[src/rtl/core/sint_pkg.sv]
// Types, constants and helper functions of the sampled integral core.
package sint_pkg;

    localparam int MAX_INTERVALS = 4096;
    localparam int SAMPLE_W      = 32;
    localparam int COUNT_W       = 13;
    localparam int POS_W         = $clog2(MAX_INTERVALS + 1);
    localparam int WEIGHT_W      = 4;
    localparam int SUM_W         = 48;
    localparam int BOUND_W       = 32;
    localparam int DIFF_W        = BOUND_W + 1;
    localparam int PROD_W        = DIFF_W + SUM_W;
    localparam int DIVISOR_W     = $clog2(6 * MAX_INTERVALS + 1);
    localparam int RESULT_W      = 64;
    localparam int CFG_INDEX_W   = 8;
    localparam int CFG_DATA_W    = 32;
    localparam int FIFO_DEPTH    = 4;

    localparam logic [CFG_INDEX_W-1:0] CFG_RULE_MODE      = CFG_INDEX_W'(0);
    localparam logic [CFG_INDEX_W-1:0] CFG_INTERVAL_COUNT = CFG_INDEX_W'(1);
    localparam logic [CFG_INDEX_W-1:0] CFG_LOWER_BOUND    = CFG_INDEX_W'(2);
    localparam logic [CFG_INDEX_W-1:0] CFG_UPPER_BOUND    = CFG_INDEX_W'(3);

    localparam logic MODE_TRAPEZOID = 1'b0;
    localparam logic MODE_SIMPSON   = 1'b1;

    localparam logic [WEIGHT_W-1:0] W_TRAP_END   = WEIGHT_W'(3);
    localparam logic [WEIGHT_W-1:0] W_TRAP_INNER = WEIGHT_W'(6);
    localparam logic [WEIGHT_W-1:0] W_SIMP_END   = WEIGHT_W'(2);
    localparam logic [WEIGHT_W-1:0] W_SIMP_ODD   = WEIGHT_W'(8);
    localparam logic [WEIGHT_W-1:0] W_SIMP_EVEN  = WEIGHT_W'(4);
    localparam logic [WEIGHT_W-1:0] W_TAIL       = WEIGHT_W'(3);

    localparam logic [RESULT_W-1:0] RESULT_MAX = {1'b0, {(RESULT_W-1){1'b1}}};
    localparam logic [RESULT_W-1:0] RESULT_MIN = {1'b1, {(RESULT_W-1){1'b0}}};

    typedef struct packed {
        logic                       rule_mode;
        logic [COUNT_W-1:0]         interval_count;
        logic [BOUND_W-1:0]         lower_bound;
        logic [BOUND_W-1:0]         upper_bound;
    } t_cfg;

    typedef struct packed {
        logic [SAMPLE_W-1:0] sample;
        logic [WEIGHT_W-1:0] weight;
        logic                last;
    } t_entry;

    // Interval count as used: zero counts as one, large values clamp to the maximum.
    function automatic logic [POS_W-1:0] eff_n(input logic [COUNT_W-1:0] count);
        logic [POS_W-1:0] n;
        if (count == '0) begin
            n = POS_W'(1);
        end else if (32'(count) > MAX_INTERVALS) begin
            n = POS_W'(MAX_INTERVALS);
        end else begin
            n = POS_W'(count);
        end
        return n;
    endfunction

endpackage

[src/rtl/core/sint_front.sv]
// Front end: accepts samples, tracks the grid position and assigns each sample its weight.
module sint_front (
    input  logic                          i_clk,
    input  logic                          i_rst_n,
    input  sint_pkg::t_cfg                i_cfg,
    input  logic                          i_valid,
    input  logic [sint_pkg::SAMPLE_W-1:0] i_sample,
    input  logic                          i_full,
    output logic                          o_stall,
    output logic                          o_push,
    output sint_pkg::t_entry              o_entry
);

    logic [sint_pkg::POS_W-1:0]    r_pos, n_pos;
    logic [sint_pkg::POS_W-1:0]    eff;
    logic [sint_pkg::POS_W-1:0]    p;
    logic [sint_pkg::POS_W-1:0]    m;
    logic                          last;
    logic                          accept;
    logic [sint_pkg::WEIGHT_W-1:0] weight;

    assign eff    = sint_pkg::eff_n(i_cfg.interval_count);
    assign last   = r_pos >= eff;
    assign p      = last ? eff : r_pos;
    assign m      = {eff[sint_pkg::POS_W-1:1], 1'b0};
    assign accept = i_valid && !i_full;

    always_comb begin
        weight = '0;
        case (i_cfg.rule_mode)
            sint_pkg::MODE_TRAPEZOID: begin
                weight = (p == '0 || p == eff) ? sint_pkg::W_TRAP_END : sint_pkg::W_TRAP_INNER;
            end
            sint_pkg::MODE_SIMPSON: begin
                if (m != '0 && p <= m) begin
                    if (p == '0 || p == m) begin
                        weight = sint_pkg::W_SIMP_END;
                    end else if (p[0]) begin
                        weight = sint_pkg::W_SIMP_ODD;
                    end else begin
                        weight = sint_pkg::W_SIMP_EVEN;
                    end
                end
                // Odd interval count: the last interval is closed with a trapezoid.
                if (eff[0] && (p == (eff - sint_pkg::POS_W'(1)) || p == eff)) begin
                    weight = weight + sint_pkg::W_TAIL;
                end
            end
            default: begin
                weight = '0;
            end
        endcase
    end

    always_comb begin
        n_pos = r_pos;
        if (accept) begin
            n_pos = last ? '0 : r_pos + sint_pkg::POS_W'(1);
        end
    end

    always_ff @(posedge i_clk) begin
        if (!i_rst_n) begin
            r_pos <= '0;
        end else begin
            r_pos <= n_pos;
        end
    end

    assign o_stall        = i_full;
    assign o_push         = accept;
    assign o_entry.sample = i_sample;
    assign o_entry.weight = weight;
    assign o_entry.last   = last;

endmodule

[config.mk]
export PLATFORM = sky130hd
export DESIGN_NAME = sint_front
export DESIGN_NICKNAME = d
export VERILOG_FILES = /design/src/rtl/core/sint_pkg.sv /design/src/rtl/core/sint_front.sv
export SDC_FILE = /design/constraint.sdc
export NUM_CORES = 1
export LEC_CHECK = 0
export ABC_AREA = 1
export BUFFER_PORTS_ARGS = -buffer_cell sky130_fd_sc_hd__buf_2
export CAP_MARGIN = 15
export CORE_AREA = 2 2 80 82
export DETAILED_ROUTE_END_ITERATION = 7
export DIE_AREA = 0 0 82 84
export GPL_ROUTABILITY_DRIVEN = 0
export PLACE_DENSITY = 0.95
export SLEW_MARGIN = 0
export SYNTH_ARGS = -nofsm -noshare
export SYNTH_HDL_FRONTEND = slang
export SYNTH_SLANG_ARGS = --single-unit
[constraint.sdc]
create_clock -name i_clk -period 12.9 [get_ports i_clk]
set_input_delay 0.645 -clock i_clk [delete_from_list [all_inputs] [get_ports i_clk]]
set_output_delay 0.645 -clock i_clk [all_outputs]
set_load 0.05 [all_outputs]
==> results.py <==
metrics = {
    "grt": {
        "antenna_found_initial": 0,
        "grt_usage": 0.213,
        "grt_first_pass_wirelength_um": 11900,
        "overflow": 0,
        "grt_max_degree": 35,
        "grt_pass1_vias": 2861,
    },
    "die": {
        "dieWidth_um": 82,
        "ios": 153,
        "core_area_um2": 6100,
        "floorplan.initialDensity": 0.475,
        "num_rows": 29,
        "die_area_um2": 6890,
        "die_y_um": 84,
    },
    "detailed_routing": {
        "viasPerCell": 5.73,
        "antenna_left": 0,
        "detail_route.iter0.violations": 257,
        "dr.pass1.iters": 7,
        "wl_per_cell_um": 12.8,
        "wl_um": 7100,
        "num_vias": 3166,
        "drc_errors": 0,
    },
    "final_layout": {
        "fin_area_um2": 2850,
        "reg.largest.list": "r_pos (13)",
        "fin_nets": 620,
        "largest_register_ffs": 13,
        "regMostFlops": "r_pos",
        "postLayoutCoreUtil": 0.468,
        "drive_gt1_frac": 0.151,
        "antenna_cells": 0,
        "area_delta_synth_final_pct": -1.60,
    },
    "clocking": {
        "cts_hold_buf": 0,
        "post_cts_resized": 0,
        "cts-buffers-inserted": 3,
        "cts_buffer_depth": 2,
        "clk_pin_slew_ns": 0.05,
        "h-tree-depth": 1,
        "cts_tree": "yes",
        "cts_setup_buffers": 0,
        "root_buffer": "clkbuf_8",
        "clock-sinks": 13,
        "clkLatencyLatePin_ns": 0.24,
    },
    "pwr": {
        "intPower_mw": 0.0874,
        "clock_power_share": 0.223,
        "pwr-share-seq": 0.260,
        "ir_drop_mv": 0.0397,
        "p_comb_frac": 0.517,
        "p_leak_nw": 1.49,
        "total_power_mw": 0.158,
        "pwr_density_cell_nw_per_um2": 55.4,
        "swShare": 0.446,
        "net-switching-power_mw": 0.0705,
    },
    "placed_design": {
        "hpwlAfterDp_um": 5840,
        "io_buffers": 24,
        "placed_area_um2": 2800,
    },
    "logic_synthesis": {
        "synth_cell_types": 35,
        "synth_mux_area_frac": 0,
        "synth_xor_area_frac": 0.0302,
        "ys_ff_latch": 13,
        "synth_fp_nets": 631,
        "synthCells": 488,
        "avgSynthCellArea_um2": 5.94,
        "yosysSeqAreaShare": 0.0898,
        "synth-adder-area-share": 0.125,
        "synth_compound_area_frac": 0.106,
        "synth_top_family_by_area": "simple AND/OR/NAND/NOR gates",
        "syn-cell-area_um2": 2900,
        "synth-simple-area-share": 0.465,
        "ys_warn_count": 0,
    },
    "sta": {
        "finalHoldWorstSlack_ns": 0.537,
        "finalSetupViolations": 0,
        "post-route-period-util": 0.499,
        "tightest_slew_ns": 0.777,
        "relSlewSlack": 0.475,
        "period_minus_slack_ns": 6.43,
        "rsz0062_at_grt": "false",
        "hold_viol": 0,
        "setup_tns_ns": 0,
        "fmax_mhz": 155,
        "clock_skew_ns": 0.00218,
        "slew_violations": 0,
    },
    "status": {
        "outcome": "completed",
    },
    "worst_hold_path": {
        "hold_path_end": "r_pos[1]",
        "hold_depth": 2,
        "hold_path_class": "register to register",
        "hp-start": "r_pos[1]",
    },
    "worst_setup_path": {
        "timing.rr.end": "r_pos[10]",
        "worst-path-max-fanout": 34,
        "endpoint_kind": "primary output",
        "slowest_stage": "or3b_2",
        "setup.worst_path.class": "input port to primary output",
        "crit-reg2reg-launch": "r_pos[0]",
        "reg2reg_depth": 10,
        "cp-start-kind": "input port",
        "crit_required_ns": 12.26,
        "cp_slowest_stage_delay_ns": 0.52,
        "reg2reg_slack_ns": 10.37,
        "crit_path_frequent_cell": "nand2_1",
        "crit_arrival_ns": 5.79,
    },
    "run": {
        "drv_cap": 0,
    },
}
[layout by cell type (no fill, tap or decap), types with 2 or more instances in the layout]
cell and count:
nand2_2 13, clkbuf_8 3, inv_1 52, nor2_2 3, a21oi_1 12, nor3_1 6
nor2_1 41, o21ai_0 12, nand3_2 4, inv_2 6, o21ai_1 8, nand3_1 57
o21ai_2 8, nand2_1 135, o41ai_1 3, nor2_4 2, nand2_4 2, buf_2 25
nand4_1 21, xor2_1 10, ha_1 29, dfxtp_1 13
[cell usage after synthesis]
| cell | number | area (um2) |
|---|---|---|
| nand2_2 | 13 | 81.3 |
| nand4_1 | 21 | 131 |
| buf_4 | 35 | 263 |
| ha_1 | 29 | 363 |
| or3b_2 | 1 | 8.76 |
| buf_6 | 2 | 22.5 |
| buf_2 | 1 | 5.00 |
| nand2_4 | 2 | 22.5 |
| dfxtp_1 | 13 | 260 |
| nor3_1 | 6 | 30.0 |
| nor4_2 | 1 | 12.5 |
| a21oi_1 | 12 | 60.1 |
| o21ai_1 | 8 | 40.0 |
| nand3_4 | 1 | 17.5 |
| buf_8 | 1 | 15.0 |
| nand2_1 | 135 | 507 |
| xor2_1 | 10 | 87.6 |
| inv_1 | 52 | 195 |
| o41ai_1 | 3 | 26.3 |
| o21ai_2 | 8 | 70.1 |
| nor2_1 | 41 | 154 |
| nand3_1 | 57 | 285 |
| o21ai_0 | 12 | 60.1 |
| o41ai_2 | 1 | 16.3 |
| clkbuf_1 | 2 | 7.51 |
| o211ai_1 | 1 | 7.51 |
| nor4_1 | 1 | 6.26 |
| nor2_4 | 2 | 22.5 |
| inv_2 | 6 | 22.5 |
| nand3_2 | 4 | 40.0 |
| a21boi_0 | 1 | 7.51 |
| nor2_2 | 3 | 18.8 |
| o21bai_2 | 1 | 11.3 |
| nand3b_2 | 1 | 11.3 |
| o2111ai_1 | 1 | 8.76 |
[routing by layer]
metal	vias to the layer above	global-route usage	share of wire
met5	-	0	0
met4	0	0.145	0.056
met3	35	0.0195	0.069
met2	153	0.339	0.45
met1	1413	0.263	0.42
li1	1565	-	-
[logic make-up after synthesis]
kind of cell,Yosys count
flip-flops,13
AO/OA/AOI/OAI,48
adder cells (fa/ha/maj),29
buffers and inverters,99
AND/OR/NAND/NOR,289
XOR/XNOR,10
[area by class of cell]
type                            instances  area, um2
Clock buffer                            4       45.0
Fill cell                             596       3240
Inverter                               58        218
Multi-Input combinational cell        376       2110
Sequential cell                        13        260
Tap cell                               77       96.3
Timing Repair Buffer                   25        125
[worst max-delay path by stage]
stage	slack, ns	startpoint	depth (start not counted)	endpoint
3_3_place_gp	6.74	i_cfg[67]	30	o_entry[4]
3_5_place_dp	6.58	i_cfg[68]	30	o_entry[4]
2_1_floorplan	7.51	i_cfg[69]	31	o_entry[4]
5_1_grt	6.02	i_cfg[67]	30	o_entry[4]
6_report	6.47	i_cfg[68]	30	o_entry[4]
4_1_cts	6.55	i_cfg[68]	30	o_entry[4]
[critical path: cells and delay by family]
kind                       cells  cell delay (ns)
adders and majority gates      3             0.82
xor gates and xnor gates       1             0.16
and+or+nand+nor               18             2.94
AOI/OAI and AO/OA              3             0.62
buffers and inverters          5             0.57
[per-stage QoR]
stage          setup WS [ns]  instances
3_3_place_gp            6.74        548
5_1_grt                 6.02        553
2_1_floorplan           7.51        488
6_report                6.47        553
4_1_cts                 6.55        552
3_5_place_dp            6.58        548
[power groups by stage]
stage / Sequential [mW] / Clock (mW) / Combinational [mW]
floorplan: 0.0417 / 0 / 0.0886
global route: 0.0410 / 0.0384 / 0.0908
detailed placement: 0.0418 / 0 / 0.0797
finish: 0.0410 / 0.0353 / 0.0816
global placement: 0.0418 / 0 / 0.0765
CTS: 0.0409 / 0.0371 / 0.0802
Power figures use the tool's default switching activity.
