**src/rtl/core/sint_pkg.sv**
```systemverilog
// Types, constants and helper functions of the sampled integral core.
package sint_pkg;

    localparam int MAX_INTERVALS = 4096;
    localparam int SAMPLE_W      = 32;
    localparam int COUNT_W       = 13;
    localparam int POS_W         = $clog2(MAX_INTERVALS + 1);
    localparam int WEIGHT_W      = 4;
    localparam int SUM_W         = 48;
    localparam int BOUND_W       = 32;
    localparam int DIFF_W        = BOUND_W + 1;
    localparam int PROD_W        = DIFF_W + SUM_W;
    localparam int DIVISOR_W     = $clog2(6 * MAX_INTERVALS + 1);
    localparam int RESULT_W      = 64;
    localparam int CFG_INDEX_W   = 8;
    localparam int CFG_DATA_W    = 32;
    localparam int FIFO_DEPTH    = 4;

    localparam logic [CFG_INDEX_W-1:0] CFG_RULE_MODE      = CFG_INDEX_W'(0);
    localparam logic [CFG_INDEX_W-1:0] CFG_INTERVAL_COUNT = CFG_INDEX_W'(1);
    localparam logic [CFG_INDEX_W-1:0] CFG_LOWER_BOUND    = CFG_INDEX_W'(2);
    localparam logic [CFG_INDEX_W-1:0] CFG_UPPER_BOUND    = CFG_INDEX_W'(3);

    localparam logic MODE_TRAPEZOID = 1'b0;
    localparam logic MODE_SIMPSON   = 1'b1;

    localparam logic [WEIGHT_W-1:0] W_TRAP_END   = WEIGHT_W'(3);
    localparam logic [WEIGHT_W-1:0] W_TRAP_INNER = WEIGHT_W'(6);
    localparam logic [WEIGHT_W-1:0] W_SIMP_END   = WEIGHT_W'(2);
    localparam logic [WEIGHT_W-1:0] W_SIMP_ODD   = WEIGHT_W'(8);
    localparam logic [WEIGHT_W-1:0] W_SIMP_EVEN  = WEIGHT_W'(4);
    localparam logic [WEIGHT_W-1:0] W_TAIL       = WEIGHT_W'(3);

    localparam logic [RESULT_W-1:0] RESULT_MAX = {1'b0, {(RESULT_W-1){1'b1}}};
    localparam logic [RESULT_W-1:0] RESULT_MIN = {1'b1, {(RESULT_W-1){1'b0}}};

    typedef struct packed {
        logic                       rule_mode;
        logic [COUNT_W-1:0]         interval_count;
        logic [BOUND_W-1:0]         lower_bound;
        logic [BOUND_W-1:0]         upper_bound;
    } t_cfg;

    typedef struct packed {
        logic [SAMPLE_W-1:0] sample;
        logic [WEIGHT_W-1:0] weight;
        logic                last;
    } t_entry;

    // Interval count as used: zero counts as one, large values clamp to the maximum.
    function automatic logic [POS_W-1:0] eff_n(input logic [COUNT_W-1:0] count);
        logic [POS_W-1:0] n;
        if (count == '0) begin
            n = POS_W'(1);
        end else if (32'(count) > MAX_INTERVALS) begin
            n = POS_W'(MAX_INTERVALS);
        end else begin
            n = POS_W'(count);
        end
        return n;
    endfunction

endpackage

```
**src/rtl/core/sint_fifo.sv**
```systemverilog
// Short queue of classified samples between the front end and the back end.
module sint_fifo (
    input  logic             i_clk,
    input  logic             i_rst_n,
    input  logic             i_push,
    input  sint_pkg::t_entry i_entry,
    input  logic             i_pop,
    output logic             o_full,
    output logic             o_not_empty,
    output sint_pkg::t_entry o_entry
);

    localparam int PTR_W = $clog2(sint_pkg::FIFO_DEPTH);
    localparam int CNT_W = $clog2(sint_pkg::FIFO_DEPTH + 1);

    sint_pkg::t_entry r_mem [sint_pkg::FIFO_DEPTH];
    logic [PTR_W-1:0] r_wr_ptr, n_wr_ptr;
    logic [PTR_W-1:0] r_rd_ptr, n_rd_ptr;
    logic [CNT_W-1:0] r_count, n_count;

    always_comb begin
        n_wr_ptr = r_wr_ptr;
        n_rd_ptr = r_rd_ptr;
        n_count  = r_count;
        if (i_push) begin
            n_wr_ptr = r_wr_ptr + PTR_W'(1);
        end
        if (i_pop) begin
            n_rd_ptr = r_rd_ptr + PTR_W'(1);
        end
        if (i_push && !i_pop) begin
            n_count = r_count + CNT_W'(1);
        end else if (!i_push && i_pop) begin
            n_count = r_count - CNT_W'(1);
        end
    end

    always_ff @(posedge i_clk) begin
        if (!i_rst_n) begin
            r_wr_ptr <= '0;
            r_rd_ptr <= '0;
            r_count  <= '0;
        end else begin
            r_wr_ptr <= n_wr_ptr;
            r_rd_ptr <= n_rd_ptr;
            r_count  <= n_count;
        end
    end

    always_ff @(posedge i_clk) begin
        if (i_push) begin
            r_mem[r_wr_ptr] <= i_entry;
        end
    end

    assign o_full      = r_count == CNT_W'(sint_pkg::FIFO_DEPTH);
    assign o_not_empty = r_count != '0;
    assign o_entry     = r_mem[r_rd_ptr];

endmodule

```
**config.mk**
```make
export PLATFORM = sky130hd
export DESIGN_NAME = sint_fifo
export DESIGN_NICKNAME = d
export VERILOG_FILES = /design/src/rtl/core/sint_pkg.sv /design/src/rtl/core/sint_fifo.sv
export SDC_FILE = /design/constraint.sdc
export NUM_CORES = 1
export LEC_CHECK = 0
export BUFFER_PORTS_ARGS = -buffer_cell sky130_fd_sc_hd__buf_4
export CAP_MARGIN = 10
export CORE_MARGIN = 2
export CORE_UTILIZATION = 25
export DETAILED_ROUTE_END_ITERATION = 7
export HOLD_SLACK_MARGIN = 0.15
export PLACE_DENSITY = 0.51
export SLEW_MARGIN = 10
export SYNTH_ARGS = -nofsm -noshare
export SYNTH_HDL_FRONTEND = slang
export SYNTH_SLANG_ARGS = --single-unit
```
**constraint.sdc**
```tcl
create_clock -name i_clk -period 2.2 [get_ports i_clk]
set_input_delay 0.22 -clock i_clk [delete_from_list [all_inputs] [get_ports i_clk]]
set_output_delay 0.22 -clock i_clk [all_outputs]
set_load 0.005 [all_outputs]
```
==> flow_summary.ini, run 1 <==
[run_status]
outcome = finished, final reports clean

[floorplan]
core_area_mm2 = 0.0228
ios = 80
die_w_um = 157
start_util_pct = 25.6
num_rows = 55
die_area_mm2 = 0.0246
die_h_um = 157

[clocking]
clockBufferDepth = 2
cts_max_level = 4
post-cts-setup-buffers = 0
clock_sinks = 157
worstSkewPairLatency_ns = 0.41
root_buffer = clkbuf_16
numCtsBuffers = 17
cts_tree = done
clk_pin_slew_ns = 0.06

[timing]
skew_ns = 0.00895
rsz0062_at_grt = no
tns_ns = 0
relSlewSlack_pct = 74.9
drv_slew = 0
min_period_ns = 2.05
worst_slew_pin_slew_ns = 0.376
setup_viol = 0
period_share_pct = 93.0
finalHoldViolCount = 0
fmax_mhz = 489

[synth]
seq_area_frac_synth_pct = 79.2
syn_area_per_cell_um2 = 24.8
synth_top_area_share_pct = 76.1
netlist_area_mm2 = 0.00584
synthTopCellsByArea = edfxtp_1, mux4_2, mux4_1
syn_nets = 283
synth_top_area_cell = edfxtp_1
ys_ff_latch = 157
synthDistinctLibCells = 21
syn_inst = 236
synth_warnings = 0

[route]
drtPass1Iterations = 4
vias = 2756
via_per_inst = 3.92
wl_um = 11300
drtAntennaViolNets = 0
drtIter0Drc = 142
drcViolationCount = 0
post_drt_wl_per_cell_um = 16.1

[setup_path]
critPathLaunchType = register
critPathKind = register to output port
worstPathMaxFanout = 18
end_kind = output port
reg2reg_depth = 4
worstPathArrival_ns = 1.83
worstPathRequired_ns = 1.98

[finish]
syn_to_final_growth_pct = 34.5
layout-drive-gt1-share_pct = 39.7
antenna_cells = 0
final_nets = 425
utilization_pct = 34.5

[grt]
grt_antenna_before_repair = 1
grt_use_total_pct = 9.87
grt_pass1_vias = 3128
grt_pass1_wl_um = 17500
grt_max_degree = 23
grt_overflow_total = 0

[flow_run]
maxCapViolCount = 0

[power_and_ir_drop]
ir_worst_vdd_mv = 0.364
power.leakage_nw = 2.70
p_per_area_mw_per_mm2 = 920

[placement]
hpwl_um = 7000
portBuffers = 79
place.gp.congestion = 0.623

[hold_path]
hold_depth = 3
hold_path_class = input port to register
## worst paths after layout
kind              startpoint           to  slack [ns]
hold reg to reg   r_count[2]   r_count[2]        0.53
setup / recovery    register  o_entry[33]        0.15
setup reg to reg  r_count[0]   r_count[2]        0.67
hold / removal         i_pop     register        0.19
## through the flow
stage	cell area (µm²)	cells	setup WS (ns)	hold slack, ns	total power [mW]
after floorplan	5840	236	0.360	0.319	3.89
after global placement	6850	632	0.453	0.420	4.24
after detailed placement	6850	632	0.435	0.422	4.26
after CTS	7860	703	0.0900	0.157	7.35
after global routing	7860	703	0.0591	0.183	7.53
final	7860	703	0.153	0.186	7.23
## flip-flops by register name, summed over array words and instances, names as in the netlist, named ones only
signal,count
r_rd_ptr,2
r_mem,148
r_count,3
r_wr_ptr,2
## cells in the final DEF (no fill, tap or decap), drive strengths merged
cell	synthesis	routed
edfxtp	148	148
buf	7	91
dlygate4sd3	0	40
mux4	37	37
clkbuf	1	19
dfxtp	9	9
and2	9	9
clkinv	0	6
ha	5	5
inv	4	4
bufinv	0	4
xor2	3	3
or3	2	2
xnor2	2	2
mux2i	2	2
nor2b	2	2
clkinvlp	0	2
nor3b	1	1
nand2	1	1
o21ai	1	1
a21boi	1	1
fa	1	1
## worst max-delay path, cell delays in order, from the launching register on
cell	delay [ns]
dfxtp_4	0.36
buf_6	0.27
mux4_1	0.62
buf_4	0.16
## cell families after synthesis
family | count (synthesis) | synth area share (%)
adder cells (fa/ha/maj) | 6 | 1.41
AO/OA/AOI/OAI | 2 | 0.214
buffers and inverters | 12 | 1.82
XOR/XNOR | 5 | 0.750
flip-flops | 157 | 79.2
multiplexers | 39 | 15.1
AND/OR/NAND/NOR | 15 | 1.58
## power by group
part	total [mW]	switching, mW	internal [mW]	leakage, nW
Sequential	3.47	0.0440	3.43	1.43
Combinational	0.764	0.328	0.436	0.977
Clock	2.99	1.11	1.89	0.290
Total	7.23	1.48	5.75	2.70
## timing repair
action | in CTS | in global routing
gates resized for setup | 1 | 0
hold buffers | 40 | 0
setup endpoints to repair | 1 | 0
hold endpoints to repair | 157 | 0
## synth_stat cells
library cell,number
a21boi_0,1
and2_1,9
buf_12,3
buf_2,3
buf_6,1
clkbuf_2,1
dfxtp_1,9
edfxtp_1,148
fa_1,1
ha_1,5
inv_1,4
mux2i_1,2
mux4_1,7
mux4_2,30
nand2_1,1
nor2b_1,2
nor3b_1,1
o21ai_0,1
or3_1,2
xnor2_1,2
xor2_1,3
## routing by layer
layer	share of wire (%)	vias up	routed length [µm]	track usage, %
met2	48	55	5410	16.1
met5	0.11	-	12	0
met4	1.1	2	129	3.54
met1	47	1418	5360	12.4
met3	3.8	8	430	3.07
li1	-	1273	-	-
## area by class of cell
cell class	instances	area [µm²]
repair buffers	131	1100
fillers	2131	14900
clock inverters	12	171
inverters	4	15.0
flip-flops and latches	157	4630
clock buffers	19	433
well taps	313	392
multi-input cells	67	1120
Power figures use the tool's default switching activity.
==> inputs of run 2 (changes only) <==
- PLACE_DENSITY: 0.51 -> 0.47
==> run 2 against run 1 <==
  * Hold slack lost 0.017 ns
  * Combinational power grew 0.7%
  * Clock skew grew 0.00064 ns
  * Die area is the same
  * Sequential power is essentially flat
  * Non-clock buffer count grew 1
  * Worst setup slack gained 0.039 ns
  * Clock power shrank 6%
  * Global-route usage is essentially flat
  * Via count grew 2.1%
  * Clock-buffer cell count shrank 1
  * First-iteration DRC count grew 16%
  * Critical path type unchanged
==> flow_summary.ini, run 2 (synthesis results as in run 1) <==
[placement]
place.gp.congestion = 0.646
portBuffers = 79
place_area_mm2 = 0.00685
pre_cts_slack_ns = 0.424
hpwl_um = 7000

[power_and_ir_drop]
p_per_area_mw_per_mm2 = 901
power.leakage_nw = 2.69
ir_worst_vdd_mv = 0.472

[route]
via_per_inst = 3.99
wl_um = 11500
drtIter0Drc = 165
vias = 2813
post_drt_wl_per_cell_um = 16.3
drtPass1Iterations = 4
drtAntennaViolNets = 0
drcViolationCount = 0

[floorplan]
core_area_mm2 = 0.0228
ios = 80
die_w_um = 157
die_area_mm2 = 0.0246
num_rows = 55
die_h_um = 157
start_util_pct = 25.6

[grt]
grt_pass1_vias = 3116
grt_use_total_pct = 9.87
grt_use_met2_pct = 16.8
grt.busiest_layer = met2
grtUsageMet1_pct = 11.7
grt_max_degree = 21
grt_pass1_wl_um = 17400
grt_overflow_total = 0
grt_antenna_before_repair = 1
grt_util_met3_pct = 3.24

[clocking]
clockBufferDepth = 2
clk_pin_slew_ns = 0.06
cts_tree = done
root_buffer = clkbuf_16
cts_max_level = 4
numCtsBuffers = 17
worstSkewPairLatency_ns = 0.41
clock_sinks = 157
cts_resized = 0

[finish]
layout-drive-gt1-share_pct = 40.3
syn_to_final_growth_pct = 34.2
largest_reg_flops = 148
final_nets = 426
stdcell_area_mm2 = 0.00784
utilization_pct = 34.4
regMostFlops = r_mem
final_cell_mix = edfxtp_1, buf_4, dlygate4sd3_1
largestRegisters = r_mem x148, r_count x3
antenna_cells = 0
nFillCells = 2161
layout_commonest_cell = edfxtp_1
multi_input_area_mm2 = 0.00112
seqCellArea_mm2 = 0.00463

[timing]
rsz0062_at_grt = no
worst_slew_pin_slew_ns = 0.577
period_share_pct = 91.3
min_period_ns = 2.01
drv_slew = 0
final.setup.worst_slack_ns = 0.192
skew_ns = 0.00959
relSlewSlack_pct = 61.5
finalHoldViolCount = 0
setup_viol = 0
tns_ns = 0
fmax_mhz = 498

[setup_path]
critPathKind = register to output port
r2r_slack_ns = 0.53
worstPathArrival_ns = 1.79
end_kind = output port
worstPathMaxFanout = 20
critPathLaunchType = register
worstPathRequired_ns = 1.98

[flow_run]
maxCapViolCount = 0

[run_status]
outcome = finished, final reports clean

[hold_path]
hold_path_class = input port to register
==> run 2: cell types whose count changed in the layout (fill, tap and decap cells not counted) <==
| cell | delta |
|---|---|
| clkinv_4 | -1 |
| bufinv_16 | -2 |
| clkinvlp_4 | +2 |
| inv_6 | +3 |
| clkinv_1 | +1 |
| buf_6 | -1 |
| buf_12 | +1 |
| buf_4 | +2 |
| clkinv_2 | -1 |
| clkbuf_1 | -1 |
| dlygate4sd3_1 | -1 |
==> run 2: critical path, cell delays in order, from the launching register on <==
cell and delay [ns]:
dfxtp_4 0.40, buf_12 0.22, mux4_1 0.58, buf_4 0.15
==> run 2: worst paths after layout <==
kind / start / end / cells after the start
min: i_pop / r_rd_ptr[0] / 3
min reg2reg: r_count[2] / r_count[2] / 2
max reg2reg: r_wr_ptr[0] / r_mem[0][6] / 4
max: register / o_entry[36] / 3
==> run 2: timing repair <==
| action | 4_1_cts | 5_1_grt |
|---|---|---|
| buffers inserted | 3 | 0 |
| hold buffers | 39 | 0 |
| endpoints found under the setup margin | 1 | 0 |
| hold endpoints to repair | 157 | 0 |
==> run 2: routing by layer <==
| metal | share of wire [%] | vias up | wire length (µm) |
|---|---|---|---|
| li1 | - | 1274 | - |
| met1 | 43 | 1457 | 4960 |
| met2 | 51 | 67 | 5840 |
| met3 | 4.8 | 13 | 547 |
| met4 | 1.3 | 2 | 151 |
| met5 | 0.11 | - | 13 |
==> run 2: area by class of cell <==
class | instances | area share (%)
Clock buffer | 18 | 5.48
Inverter | 4 | 0.192
Sequential cell | 157 | 59.1
Multi-Input combinational cell | 67 | 14.2
Clock inverter | 14 | 1.82
Timing Repair Buffer | 132 | 14.2
Tap cell | 313 | 5.00
==> run 2: through the flow <==
step | std cells | hold WS, ns | power (mW)
after global placement | 631 | 0.420 | 4.25
after detailed placement | 631 | 0.424 | 4.27
after floorplan | 236 | 0.319 | 3.89
after global routing | 705 | 0.163 | 7.38
after CTS | 705 | 0.152 | 7.20
final | 705 | 0.169 | 7.06
==> run 2: power breakdown <==
group	total [mW]	switching (mW)	internal (mW)
Combinational	0.769	0.327	0.442
Clock	2.82	1.16	1.67
Sequential	3.47	0.0442	3.43
Total	7.06	1.53	5.54
